File: config.mk
export PLATFORM = sky130hd
export DESIGN_NAME = dirty_rect_tracker
export DESIGN_NICKNAME = d
export VERILOG_FILES = /design/src/drt_pkg.sv /design/src/drt_front.sv /design/src/drt_queue.sv /design/src/drt_back.sv /design/src/dirty_rect_tracker.sv
export SDC_FILE = /design/constraint.sdc
export NUM_CORES = 1
export LEC_CHECK = 0
export BUFFER_PORTS_ARGS = -buffer_cell sky130_fd_sc_hd__buf_2
export CAP_MARGIN = 20
export CORE_ASPECT_RATIO = 0.5
export CORE_MARGIN = 2
export CORE_UTILIZATION = 30
export CTS_BUF_LIST = sky130_fd_sc_hd__clkbuf_8
export DETAILED_ROUTE_END_ITERATION = 10
export PLACE_DENSITY = 0.52
export SKIP_LAST_GASP = 1
export SYNTH_ARGS = -nofsm -noshare
export SYNTH_HDL_FRONTEND = slang
export SYNTH_SLANG_ARGS = --single-unit
File: constraint.sdc
create_clock -name i_clk -period 5.4 [get_ports i_clk]
set_input_delay 0.54 -clock i_clk [delete_from_list [all_inputs] [get_ports i_clk]]
set_output_delay 0.54 -clock i_clk [all_outputs]
set_load 0.005 [all_outputs]
File: src/drt_pkg.sv
// ----------------------------------------------------------------------------
// drt_pkg
// shared types and constants of the dirty rectangle tracker
// ----------------------------------------------------------------------------
package drt_pkg;

    // default geometry and list size
    localparam int MAX_RECTS_DEF = 32;
    localparam int SCREEN_W_DEF  = 240;
    localparam int SCREEN_H_DEF  = 240;

    // rectangle store geometry
    localparam int STORE_DEPTH = 32;
    localparam int IDX_W       = $clog2(STORE_DEPTH);
    localparam int CNT_W       = IDX_W + 1;

    // command queue depth
    localparam int Q_DEPTH = 4;

    // input opcodes
    localparam logic OP_MARK  = 1'b0;
    localparam logic OP_FLUSH = 1'b1;

    // one input beat
    typedef struct packed {
        logic        opcode;
        logic [15:0] left;
        logic [15:0] top;
        logic [15:0] span_x;
        logic [15:0] span_y;
    } t_in;

    // one result beat
    typedef struct packed {
        logic [7:0] erase_left;
        logic [7:0] erase_top;
        logic [7:0] erase_width;
        logic [7:0] erase_height;
        logic       full_screen;
        logic [7:0] fill_colour;
        logic       last_rect;
    } t_out;

    // a clipped rectangle as kept in the store
    typedef struct packed {
        logic [7:0] height;
        logic [7:0] width;
        logic [7:0] top;
        logic [7:0] left;
    } t_rect;

    // classified command handed from front to back
    typedef struct packed {
        logic  is_flush;
        t_rect rect;
    } t_cmd;

endpackage

File: src/drt_front.sv
// ----------------------------------------------------------------------------
// drt_front
// accepts input beats, drops unusable marks, clips marks to the screen
// ----------------------------------------------------------------------------
module drt_front import drt_pkg::*; #(
    parameter int SCREEN_W = SCREEN_W_DEF,
    parameter int SCREEN_H = SCREEN_H_DEF
) (
    input  logic i_clk,
    input  logic i_rst_n,
    input  logic i_in_valid,
    output logic o_in_stall,
    input  t_in  i_in_data,
    output logic o_push,
    output t_cmd o_cmd,
    input  logic i_q_full
);

    localparam logic [16:0] W17 = 17'(SCREEN_W);
    localparam logic [16:0] H17 = 17'(SCREEN_H);

    logic        r_valid;
    logic        n_valid;
    t_cmd        r_cmd;
    t_cmd        n_cmd;
    logic        accept;
    logic        keep;
    logic        on_screen;
    logic [16:0] x17;
    logic [16:0] y17;
    logic [16:0] x_end;
    logic [16:0] y_end;
    logic [16:0] w_rem;
    logic [16:0] h_rem;

    // handshake
    assign o_in_stall = r_valid && i_q_full;
    assign accept     = i_in_valid && !o_in_stall;
    assign o_push     = r_valid && !i_q_full;
    assign o_cmd      = r_cmd;

    // classify and clip
    always_comb begin
        x17       = {1'b0, i_in_data.left};
        y17       = {1'b0, i_in_data.top};
        x_end     = x17 + {1'b0, i_in_data.span_x};
        y_end     = y17 + {1'b0, i_in_data.span_y};
        w_rem     = W17 - x17;
        h_rem     = H17 - y17;
        on_screen = (x17 < W17) && (y17 < H17) &&
                    (i_in_data.span_x != 16'd0) && (i_in_data.span_y != 16'd0);
        keep      = (i_in_data.opcode == OP_FLUSH) || on_screen;

        n_cmd.is_flush  = (i_in_data.opcode == OP_FLUSH);
        n_cmd.rect.left = i_in_data.left[7:0];
        n_cmd.rect.top  = i_in_data.top[7:0];
        n_cmd.rect.width  = (x_end > W17) ? w_rem[7:0] : i_in_data.span_x[7:0];
        n_cmd.rect.height = (y_end > H17) ? h_rem[7:0] : i_in_data.span_y[7:0];
    end

    // holding register valid
    always_comb begin
        n_valid = r_valid;
        if (o_push) begin
            n_valid = 1'b0;
        end
        if (accept && keep) begin
            n_valid = 1'b1;
        end
    end

    always_ff @(posedge i_clk) begin
        if (!i_rst_n) begin
            r_valid <= 1'b0;
        end else begin
            r_valid <= n_valid;
        end
    end

    // command payload
    always_ff @(posedge i_clk) begin
        if (accept && keep) begin
            r_cmd <= n_cmd;
        end
    end

endmodule

File: src/drt_queue.sv
// ----------------------------------------------------------------------------
// drt_queue
// short command fifo between front and back
// ----------------------------------------------------------------------------
module drt_queue import drt_pkg::*; #(
    parameter int DEPTH = Q_DEPTH
) (
    input  logic i_clk,
    input  logic i_rst_n,
    input  logic i_push,
    input  t_cmd i_data,
    output logic o_full,
    input  logic i_pop,
    output t_cmd o_data,
    output logic o_empty
);

    localparam int PTR_W = (DEPTH > 1) ? $clog2(DEPTH) : 1;
    localparam int FILL_W = $clog2(DEPTH + 1);

    t_cmd              r_slot [DEPTH];
    logic [PTR_W-1:0]  r_wr_ptr;
    logic [PTR_W-1:0]  r_rd_ptr;
    logic [FILL_W-1:0] r_fill;
    logic              do_push;
    logic              do_pop;

    assign o_full  = (r_fill == FILL_W'(DEPTH));
    assign o_empty = (r_fill == '0);
    assign do_push = i_push && !o_full;
    assign do_pop  = i_pop && !o_empty;
    assign o_data  = r_slot[r_rd_ptr];

    // pointers and fill level
    always_ff @(posedge i_clk) begin
        if (!i_rst_n) begin
            r_wr_ptr <= '0;
            r_rd_ptr <= '0;
            r_fill   <= '0;
        end else begin
            if (do_push) begin
                r_wr_ptr <= (r_wr_ptr == PTR_W'(DEPTH - 1)) ? '0 : r_wr_ptr + 1'b1;
            end
            if (do_pop) begin
                r_rd_ptr <= (r_rd_ptr == PTR_W'(DEPTH - 1)) ? '0 : r_rd_ptr + 1'b1;
            end
            if (do_push && !do_pop) begin
                r_fill <= r_fill + 1'b1;
            end else if (do_pop && !do_push) begin
                r_fill <= r_fill - 1'b1;
            end
        end
    end

    // slot storage
    always_ff @(posedge i_clk) begin
        if (do_push) begin
            r_slot[r_wr_ptr] <= i_data;
        end
    end

endmodule

File: src/drt_back.sv
// ----------------------------------------------------------------------------
// drt_back
// rectangle store, overflow tracking, flush sequencer and output register
// ----------------------------------------------------------------------------
module drt_back import drt_pkg::*; #(
    parameter int MAX_RECTS = MAX_RECTS_DEF,
    parameter int SCREEN_W  = SCREEN_W_DEF,
    parameter int SCREEN_H  = SCREEN_H_DEF
) (
    input  logic       i_clk,
    input  logic       i_rst_n,
    input  t_cmd       i_cmd,
    input  logic       i_q_empty,
    output logic       o_pop,
    input  logic       i_cfg_valid,
    output logic       o_cfg_ready,
    input  logic [7:0] i_cfg_data,
    output logic       o_out_valid,
    input  logic       i_out_stall,
    output t_out       o_out_data
);

    localparam int LIST_CAP = (MAX_RECTS < STORE_DEPTH) ? MAX_RECTS : STORE_DEPTH;
    localparam logic [CNT_W-1:0] CAP = CNT_W'(LIST_CAP);

    localparam logic ST_IDLE  = 1'b0;
    localparam logic ST_FLUSH = 1'b1;

    t_rect             r_mem [STORE_DEPTH];
    logic              r_state;
    logic [CNT_W-1:0]  r_count;
    logic              r_ovf;
    logic [IDX_W-1:0]  r_idx;
    logic [7:0]        r_colour;
    t_rect             r_rd_data;
    logic              r_rd_valid;
    logic              r_rd_full;
    logic              r_rd_last;
    logic              r_ov;
    t_out              r_out;
    t_out              n_out;
    logic              out_load;
    logic              slot_free;
    logic              rd_en;
    logic              rd_last;
    logic              wr_en;
    logic              pop_mark;
    logic              pop_flush;
    logic              ovf_flush;

    // handshake helpers
    assign out_load  = r_rd_valid && (!r_ov || !i_out_stall);
    assign slot_free = !r_rd_valid || out_load;
    assign o_pop     = !i_q_empty && (r_state == ST_IDLE) &&
                       (!i_cmd.is_flush || slot_free);
    assign pop_mark  = o_pop && !i_cmd.is_flush;
    assign pop_flush = o_pop && i_cmd.is_flush;
    assign ovf_flush = pop_flush && r_ovf;
    assign wr_en     = pop_mark && !r_ovf && (r_count < CAP);
    assign rd_en     = (r_state == ST_FLUSH) && slot_free;
    assign rd_last   = ({1'b0, r_idx} + CNT_W'(1)) == r_count;

    // config register
    assign o_cfg_ready = 1'b1;

    always_ff @(posedge i_clk) begin
        if (!i_rst_n) begin
            r_colour <= '0;
        end else if (i_cfg_valid) begin
            r_colour <= i_cfg_data;
        end
    end

    // rectangle store with registered read
    always_ff @(posedge i_clk) begin
        if (wr_en) begin
            r_mem[r_count[IDX_W-1:0]] <= i_cmd.rect;
        end
        if (rd_en) begin
            r_rd_data <= r_mem[r_idx];
        end
    end

    // list control and flush sequencer
    always_ff @(posedge i_clk) begin
        if (!i_rst_n) begin
            r_state <= ST_IDLE;
            r_count <= '0;
            r_ovf   <= 1'b0;
            r_idx   <= '0;
        end else begin
            case (r_state)
                ST_IDLE: begin
                    if (pop_mark && !r_ovf) begin
                        if (r_count < CAP) begin
                            r_count <= r_count + 1'b1;
                        end else begin
                            r_ovf <= 1'b1;
                        end
                    end
                    if (pop_flush) begin
                        r_idx <= '0;
                        if (r_ovf) begin
                            r_ovf   <= 1'b0;
                            r_count <= '0;
                        end else if (r_count != '0) begin
                            r_state <= ST_FLUSH;
                        end
                    end
                end
                ST_FLUSH: begin
                    if (rd_en) begin
                        r_idx <= r_idx + 1'b1;
                        if (rd_last) begin
                            r_state <= ST_IDLE;
                            r_count <= '0;
                        end
                    end
                end
                default: begin
                    r_state <= ST_IDLE;
                end
            endcase
        end
    end

    // read slot between store and output register
    always_ff @(posedge i_clk) begin
        if (!i_rst_n) begin
            r_rd_valid <= 1'b0;
            r_rd_full  <= 1'b0;
            r_rd_last  <= 1'b0;
        end else begin
            if (rd_en) begin
                r_rd_valid <= 1'b1;
                r_rd_full  <= 1'b0;
                r_rd_last  <= rd_last;
            end else if (ovf_flush) begin
                r_rd_valid <= 1'b1;
                r_rd_full  <= 1'b1;
                r_rd_last  <= 1'b1;
            end else if (out_load) begin
                r_rd_valid <= 1'b0;
            end
        end
    end

    // result beat assembly
    always_comb begin
        n_out.fill_colour = r_colour;
        n_out.last_rect   = r_rd_last;
        n_out.full_screen = r_rd_full;
        if (r_rd_full) begin
            n_out.erase_left   = 8'd0;
            n_out.erase_top    = 8'd0;
            n_out.erase_width  = 8'(SCREEN_W);
            n_out.erase_height = 8'(SCREEN_H);
        end else begin
            n_out.erase_left   = r_rd_data.left;
            n_out.erase_top    = r_rd_data.top;
            n_out.erase_width  = r_rd_data.width;
            n_out.erase_height = r_rd_data.height;
        end
    end

    // output register
    always_ff @(posedge i_clk) begin
        if (!i_rst_n) begin
            r_ov <= 1'b0;
        end else if (out_load) begin
            r_ov <= 1'b1;
        end else if (!i_out_stall) begin
            r_ov <= 1'b0;
        end
    end

    always_ff @(posedge i_clk) begin
        if (out_load) begin
            r_out <= n_out;
        end
    end

    assign o_out_valid = r_ov;
    assign o_out_data  = r_out;

    // list never grows past its capacity
    a_count_cap: assert property (@(posedge i_clk) disable iff (!i_rst_n)
        r_count <= CAP)
        else $error("rect count above capacity");

    // overflow only ever follows a full list
    a_ovf_full: assert property (@(posedge i_clk) disable iff (!i_rst_n)
        r_ovf |-> (r_count == CAP))
        else $error("overflow set with list not full");

    // a flush walk always has entries to read
    a_flush_nonempty: assert property (@(posedge i_clk) disable iff (!i_rst_n)
        (r_state == ST_FLUSH) |-> (r_count != '0) && !r_ovf)
        else $error("flush walk on empty or overflowed list");

    // a full-screen erase is always the only beat of its flush
    a_full_last: assert property (@(posedge i_clk) disable iff (!i_rst_n)
        (r_rd_valid && r_rd_full) |-> r_rd_last)
        else $error("full-screen erase not flagged last");

    // the store is never written while a flush walk runs
    a_no_wr_in_flush: assert property (@(posedge i_clk) disable iff (!i_rst_n)
        (r_state == ST_FLUSH) |-> !wr_en)
        else $error("store write during flush");

endmodule

File: src/dirty_rect_tracker.sv
// ----------------------------------------------------------------------------
// dirty_rect_tracker
// records rectangles drawn during a frame and replays them as erase work
// ----------------------------------------------------------------------------
// Input channel (i_in_valid / o_in_stall / i_in_data): a mark beat clips its
// rectangle to the screen and appends it; off-screen or empty marks and marks
// after overflow are dropped. A flush beat replays the list and empties it.
// Output channel (o_out_valid / i_out_stall / o_out_data): one beat per stored
// rectangle in mark order with last_rect on the final one, or a single
// full-screen beat after overflow, or nothing for an empty list.
// Config channel (i_cfg_valid / o_cfg_ready / i_cfg_data): erase colour,
// always ready; write it only while the block is idle.
// Throughput: one input beat per cycle while the queue has room. The back end
// takes a flush as one command, then reads the store once per rectangle, and
// pops no command until that walk ends; results one per cycle while the
// receiver does not stall. A flush reaches its first listed result through the
// front register, command queue, flush state, store read and output register;
// the full-screen erase skips the flush state and the store read.
// Reset: list empty, overflow clear, colour 0; no clearing pass is needed.
// A stalled receiver holds the output register; the flush walk pauses and the
// command queue then fills until o_in_stall rises.
// ----------------------------------------------------------------------------
module dirty_rect_tracker import drt_pkg::*; #(
    parameter int MAX_RECTS = MAX_RECTS_DEF,
    parameter int SCREEN_W  = SCREEN_W_DEF,
    parameter int SCREEN_H  = SCREEN_H_DEF
) (
    input  logic       i_clk,
    input  logic       i_rst_n,
    input  logic       i_in_valid,
    output logic       o_in_stall,
    input  t_in        i_in_data,
    output logic       o_out_valid,
    input  logic       i_out_stall,
    output t_out       o_out_data,
    input  logic       i_cfg_valid,
    output logic       o_cfg_ready,
    input  logic [7:0] i_cfg_data
);

    logic push;
    t_cmd push_cmd;
    logic q_full;
    logic pop;
    t_cmd pop_cmd;
    logic q_empty;

    // accept and classify
    drt_front #(
        .SCREEN_W (SCREEN_W),
        .SCREEN_H (SCREEN_H)
    ) u_front (
        .i_clk      (i_clk),
        .i_rst_n    (i_rst_n),
        .i_in_valid (i_in_valid),
        .o_in_stall (o_in_stall),
        .i_in_data  (i_in_data),
        .o_push     (push),
        .o_cmd      (push_cmd),
        .i_q_full   (q_full)
    );

    // command queue
    drt_queue #(
        .DEPTH (Q_DEPTH)
    ) u_queue (
        .i_clk   (i_clk),
        .i_rst_n (i_rst_n),
        .i_push  (push),
        .i_data  (push_cmd),
        .o_full  (q_full),
        .i_pop   (pop),
        .o_data  (pop_cmd),
        .o_empty (q_empty)
    );

    // store and replay
    drt_back #(
        .MAX_RECTS (MAX_RECTS),
        .SCREEN_W  (SCREEN_W),
        .SCREEN_H  (SCREEN_H)
    ) u_back (
        .i_clk       (i_clk),
        .i_rst_n     (i_rst_n),
        .i_cmd       (pop_cmd),
        .i_q_empty   (q_empty),
        .o_pop       (pop),
        .i_cfg_valid (i_cfg_valid),
        .o_cfg_ready (o_cfg_ready),
        .i_cfg_data  (i_cfg_data),
        .o_out_valid (o_out_valid),
        .i_out_stall (i_out_stall),
        .o_out_data  (o_out_data)
    );

endmodule

==> impl_metrics.json, run 1 <==
{
  "numCtsBuffers": 197,
  "fin_crit_ps": 3754,
  "place.gp.congestion": 0.7894,
  "synth-warning-count": 0,
  "drive_gt1_frac": 0.3236,
  "fp.dieH_um": 295.1,
  "worst_pin_slew_ps": 1034,
  "ant_nets": 0,
  "hold_viol_final": 0,
  "cap_violations": 0,
  "crit_path_start_kind": "primary input",
  "cts_tree": "yes",
  "area_delta_synth_final_pct": 15.70,
  "first_iter_violations": 2261,
  "cts_sinks": 1298,
  "nFillCells": 15557,
  "max_freq_mhz": 266.4,
  "reg2regPathDepth": 5,
  "arrival_ps": 4370,
  "power_density_nw_per_um2": 405.0,
  "core_um2": 167800,
  "avgRoutedWirePerCell_um": 24.95,
  "crit_path_max_fanout": 8,
  "initial_utilization": 0.3031,
  "postCtsSetupBuffers": 0,
  "crit_path_end_kind": "flop",
  "grt.overflow.total": 0,
  "track_usage": 0.1452,
  "drt-total-wl_mm": 125.9,
  "min_period_over_period": 0.6951,
  "crit_start": "i_in_data[48]",
  "htreeDepth": 4,
  "slew_viol_final": 0,
  "async_reset_ff_frac": 0,
  "port_buffers": 121,
  "crit_path_end": "u_front.o_cmd[20]",
  "via_count": 24312,
  "synthCells": 2287,
  "peakVddDrop_v": 0.0002054,
  "rsz0062_at_grt": "false",
  "grt_pass1_wl_mm": 180.5,
  "worstPathRequired_ps": 6010,
  "drc_errors": 0,
  "grt_max_degree": 79,
  "status": "complete, no violations",
  "vias_per_cell": 4.818,
  "cts-root-buf": "clkbuf_8",
  "worstSetupPathType": "in -> reg",
  "antenna_found_initial": 11,
  "clockBufferDepth": 3,
  "nNetsFinal": 2739,
  "synthesis.area_um2": 50850,
  "fin_skew_ps": 44.56,
  "synth_ff_type": "edfxtp_1",
  "grt_pass1_vias": 25375,
  "syn_avg_cell_area_um2": 22.23,
  "synth.yosys.seq_area_share": 0.7596,
  "slowest_stage": "nor4_4",
  "drt_first_pass_iters": 5,
  "reg2reg_from": "u_queue.r_slot[3][32]",
  "tns_ps": 0,
  "synth_seq_cells": 1298,
  "setup_violations": 0,
  "leakage_nw": 18.15,
  "rrSetupSlack_ps": 1750,
  "dieArea_um2": 173000,
  "hpwlAfterDp_mm": 76.25,
  "holdCritPathClass": "in -> reg",
  "num_rows": 106,
  "max_stage_delay_ps": 620,
  "fin_util": 0.3507,
  "postSynthNetCount": 2413,
  "synth-edff-count": 1263,
  "slew_headroom": 0.3093,
  "clock_latency_ps": 880,
  "ioPinCount": 123,
  "reg2reg_to": "u_back.r_mem[2][1]",
  "cts.clk_slew.worst_paths_ps": 60,
  "crit_chain": "dlygate4sd3_1 > buf_2 > ha_1 > fa_1 > a211oi_2 > o211ai_2 > a211oi_1 > o21ai_1 > a21oi_1 > mux2_4 > nor4_4 > mux2_2",
  "synthDistinctLibCells": 61,
  "die_w_um": 586.2
}
-- final cells by class --
class / count / area (um^2) / share of cell area
antenna: 3 / 7.507 / 0.0001276
sequential: 1298 / 38650 / 0.6569
timing repair buffer: 227 / 1694 / 0.02879
clock inverter: 158 / 790.8 / 0.01344
multi-input combinational: 865 / 11970 / 0.2035
clock buffer: 203 / 2794 / 0.04749
tap: 2268 / 2838 / 0.04823
inverter: 24 / 90.09 / 0.001531
-- cell usage in the layout (no fill, tap or decap), types with 8 or more instances in the layout --
| cell type | synthesis | layout |
|---|---|---|
| o21a_1 | 8 | 8 |
| clkbuf_8 | 0 | 203 |
| inv_1 | 24 | 98 |
| clkinv_1 | 0 | 45 |
| o21ai_0 | 33 | 33 |
| dfxtp_1 | 35 | 28 |
| nand2_1 | 31 | 31 |
| dlygate4sd3_1 | 0 | 42 |
| nand3_1 | 19 | 19 |
| mux2i_1 | 18 | 18 |
| nor2_4 | 0 | 32 |
| buf_4 | 2 | 49 |
| buf_2 | 28 | 121 |
| buf_12 | 0 | 15 |
| or2_2 | 11 | 11 |
| a21oi_1 | 37 | 37 |
| nor2b_1 | 41 | 41 |
| xor2_1 | 17 | 17 |
| nor3_1 | 9 | 9 |
| xnor2_1 | 17 | 17 |
| nor2_1 | 59 | 27 |
| ha_1 | 45 | 45 |
| nor4_1 | 13 | 13 |
| mux4_2 | 353 | 353 |
| clkinv_2 | 0 | 19 |
| edfxtp_1 | 1263 | 1263 |
| mux2_2 | 49 | 49 |
| nand4_1 | 12 | 12 |
-- routing by layer --
| metal | routed length, um | track usage | vias up |
|---|---|---|---|
| li1 | - | - | 10327 |
| met1 | 57720 | 0.2058 | 13068 |
| met2 | 58920 | 0.2288 | 740 |
| met3 | 7013 | 0.02895 | 173 |
| met4 | 2229 | 0.03735 | 4 |
| met5 | 30 | 0 | - |
-- flip-flops by register name, indices dropped and copies added (netlist names), 2 cells and up, named ones only --
name / count
u_queue.r_wr_ptr: 2
u_queue.r_rd_ptr: 2
u_back.r_mem: 1024
u_queue.r_slot: 132
u_front.o_cmd: 33
u_back.r_colour: 8
u_back.r_idx: 5
u_queue.r_fill: 3
u_back.o_out_data: 42
u_back.r_rd_data: 32
u_back.r_count: 6
-- power by group --
group	internal (W)	switching (W)
logic	0.00121	0.00249
registers	0.0125	0.000160
clock network	0.00365	0.00379
total	0.0174	0.00644
-- how the worst min path moves through the flow --
stage	from	end	slack (ps)	cells after the start
final	i_cfg_valid	u_back.r_colour[5]	110	3
after global routing	i_cfg_valid	u_back.r_colour[1]	70	3
after CTS	i_cfg_valid	u_back.r_colour[5]	8	3
after detailed placement	u_back.r_colour[5]	u_back.o_out_data[6]	420	0
after global placement	u_back.r_colour[2]	u_back.o_out_data[3]	410	0
after floorplan	u_back.r_colour[0]	u_back.o_out_data[1]	410	0
-- cells by family (layout without fill, tap and decap cells) --
logic type,Yosys count,in the layout,share of synthesized area
DFF,1298,1298,0.7596
buffers and inverters,124,612,0.009990
muxes,421,421,0.1710
xor gates and xnor gates,34,34,0.005856
other,1,4,0.00007374
AOI/OAI and AO/OA,127,127,0.01604
adders and majority gates,48,48,0.01225
and+or+nand+nor,234,234,0.02515
-- worst max-delay path, delay by kind of cell --
| kind | cells | cell delay (ps) |
|---|---|---|
| fa+ha+maj | 2 | 660 |
| simple gates | 1 | 620 |
| mux | 2 | 740 |
| buf+inv | 2 | 700 |
| compound gates | 5 | 1110 |
-- stage by stage --
stage / instances / total power (W) / setup WS, ps / cell area, um^2 / hold slack [ps]
6_report: 5046 / 0.02383 / 1646 / 58830 / 114.2
5_1_grt: 5045 / 0.02480 / 1500 / 58830 / 69.33
3_5_place_dp: 4640 / 0.01665 / 1307 / 54820 / 419.8
3_3_place_gp: 4640 / 0.01652 / 1314 / 54820 / 408.6
2_1_floorplan: 2287 / 0.01500 / 1261 / 50850 / 407.6
4_1_cts: 5043 / 0.02416 / 1687 / 58830 / 7.960
-- synthesized netlist by cell type (all sizes together), types with 8 or more instances --
cell	n	area [um^2]
edfxtp	1263	37930
mux4	353	7950
clkbuf	62	232.7
nor2	59	221.5
mux2	50	566.8
ha	45	563.0
nor2b	41	256.5
buf	38	185.2
a21oi	37	185.2
o21ai	37	185.2
dfxtp	35	700.7
nand2	31	116.4
inv	24	90.09
nand3	19	95.09
mux2i	18	180.2
xnor2	17	148.9
xor2	17	148.9
nor4	15	123.9
nand4	13	96.34
and2	11	68.82
or2	11	68.82
nor3	10	55.05
a211oi	8	85.08
o21a	8	60.06
-- timing repair --
action                    in CTS  in global routing
hold buffers                  42                  0
gates resized for setup        0                  0
hold endpoints to repair      43                  0
No activity file was read; power rests on OpenSTA's default activity.
==> inputs of run 2 (changes only) <==
==> constraint.sdc (replaced) <==
create_clock -name i_clk -period 3.8 [get_ports i_clk]
set_input_delay 0.38 -clock i_clk [delete_from_list [all_inputs] [get_ports i_clk]]
set_output_delay 0.38 -clock i_clk [all_outputs]
set_load 0.005 [all_outputs]
==> impl_metrics.json, run 2 (same netlist as run 1, synthesis figures left out) <==
{
  "hold_viol_final": 0,
  "worstPathRequired_ps": 4420,
  "nFillCells": 15535,
  "crit_path_max_fanout": 8,
  "worstSetupPathType": "in -> reg",
  "fp.dieH_um": 295.1,
  "final_cell_mix": "edfxtp_1 (1,263), mux4_2 (353), clkbuf_8 (206)",
  "port_buffers": 121,
  "holdPathStages": 2,
  "cap_violations": 0,
  "slew_headroom": 0.3092,
  "slew_viol_final": 0,
  "power_density_nw_per_um2": 566.2,
  "swShare": 0.2650,
  "slowest_stage": "dlygate4sd3_1",
  "antenna_found_initial": 6,
  "ioPinCount": 123,
  "internal-power_w": 0.02469,
  "nNetsFinal": 2788,
  "core_um2": 167800,
  "multi_input_area_um2": 11970,
  "vias_per_cell": 4.851,
  "arrival_ps": 4010,
  "design_area_um2": 59330,
  "seq_area_um2": 38650,
  "drc_errors": 0,
  "crit_path_end_kind": "flop",
  "crit_path_start_kind": "primary input",
  "via_count": 24681,
  "cp.depth": 13,
  "crit_start": "i_in_data[48]",
  "status": "complete, no violations",
  "die_w_um": 586.2,
  "clockBufferDepth": 3,
  "grt_pass1_vias": 25751,
  "max_stage_delay_ps": 530,
  "grt_max_degree": 64,
  "tns_ps": 0,
  "cts-root-buf": "clkbuf_8",
  "largest_reg_flops": 1024,
  "grt.overflow.total": 0,
  "setup_violations": 0,
  "worst_pin_slew_ps": 1034,
  "netSwitchingPower_w": 0.008900,
  "track_usage": 0.1485,
  "crit_chain": "dlygate4sd3_1 > buf_2 > ha_1 > fa_1 > a211oi_2 > o211ai_2 > a211oi_1 > o21ai_1 > a21oi_1 > mux2_4 > nor4_4 > buf_4 > mux2_2",
  "cts_tree": "yes",
  "fin_crit_ps": 3391,
  "first_iter_violations": 2490,
  "cp_num_buf_inv": 3,
  "rsz0062_at_grt": "false",
  "leakage_nw": 18.39,
  "layout_commonest_cell": "edfxtp_1",
  "cts_sinks": 1298,
  "htreeDepth": 4,
  "max_freq_mhz": 294.9,
  "peakVddDrop_v": 0.0004012,
  "area_delta_synth_final_pct": 16.67,
  "path_delay_family": "compound AO/OA/AOI/OAI gates",
  "num_rows": 106,
  "hpwlAfterDp_mm": 76.36,
  "fin_skew_ps": 40.08,
  "clock_latency_ps": 890,
  "ant_nets": 0,
  "reg2regPathDepth": 5,
  "postCtsSetupBuffers": 0,
  "initial_utilization": 0.3031,
  "numCtsBuffers": 196,
  "drt-total-wl_mm": 128.4,
  "power_frac_comb": 0.155,
  "fin_util": 0.3536,
  "min_period_over_period": 0.8923,
  "reg2reg_from": "u_queue.r_slot[3][32]",
  "avgRoutedWirePerCell_um": 25.24,
  "dieArea_um2": 173000,
  "power_w": 0.03359,
  "place_area_um2": 55260,
  "hold_start": "i_in_data[64]",
  "drive_gt1_frac": 0.3243,
  "cts.clk_slew.worst_paths_ps": 60,
  "grt_pass1_wl_mm": 183.9,
  "drt_first_pass_iters": 8,
  "holdCritPathClass": "in -> reg",
  "seq_power_share": 0.536,
  "place.gp.congestion": 0.7741,
  "pwr-share-clk": 0.309
}
## run 2: per-layer routing
metal / routed length, um / up-vias / part of all wire / GRT usage
met5: 13 / - / 0.00010 / 0
met4: 2815 / 2 / 0.022 / 0.05094
met3: 7641 / 172 / 0.060 / 0.02623
met2: 60270 / 789 / 0.47 / 0.2308
met1: 57670 / 13279 / 0.45 / 0.2105
li1: - / 10439 / - / -
## run 2: area by class of cell
type | instances | area share
sequential | 1298 | 0.6514
inverter | 24 | 0.001518
tap | 2268 | 0.04783
clock inverter | 148 | 0.01109
antenna | 2 | 0.00008436
clock buffer | 206 | 0.04779
multi-input combinational | 865 | 0.2018
timing repair buffer | 277 | 0.03847
## run 2: worst reg2reg max path, cell delays in order, from the launching register on
cell,delay (ps)
edfxtp_1,370
mux4_2,560
nor4_4,390
nand2_1,510
nor2_4,720
buf_12,320
## run 2: repair_timing
item	4_1_cts	5_1_grt
endpoints found under the hold margin	58	0
resized for setup	0	0
hold buffers	57	0
## run 2: final timing paths
check	endpoint	slack (ps)
worst max-delay path	u_front.o_cmd[19]	410
worst min-delay path	u_front.o_cmd[32]	260
worst max register to register	u_back.r_mem[8][5]	580
worst min register to register	u_back.o_out_data[3]	440
## run 2: metrics by stage
step	hold WS, ps	setup slack, ps	instances
after global placement	413.1	113.2	4675
after detailed placement	418.0	98.35	4675
after CTS	171.0	506.3	5086
final	262.0	409.2	5088
after global routing	221.9	231.4	5087
after floorplan	407.6	73.70	2287
## run 2: power by group through the flow
stage	registers [W]	clock network (W)	logic (W)
5_1_grt	0.0180	0.0113	0.00561
2_1_floorplan	0.0182	0	0.00313
4_1_cts	0.0180	0.0107	0.00526
3_3_place_gp	0.0183	0	0.00503
3_5_place_dp	0.0183	0	0.00519
6_report	0.0180	0.0104	0.00520
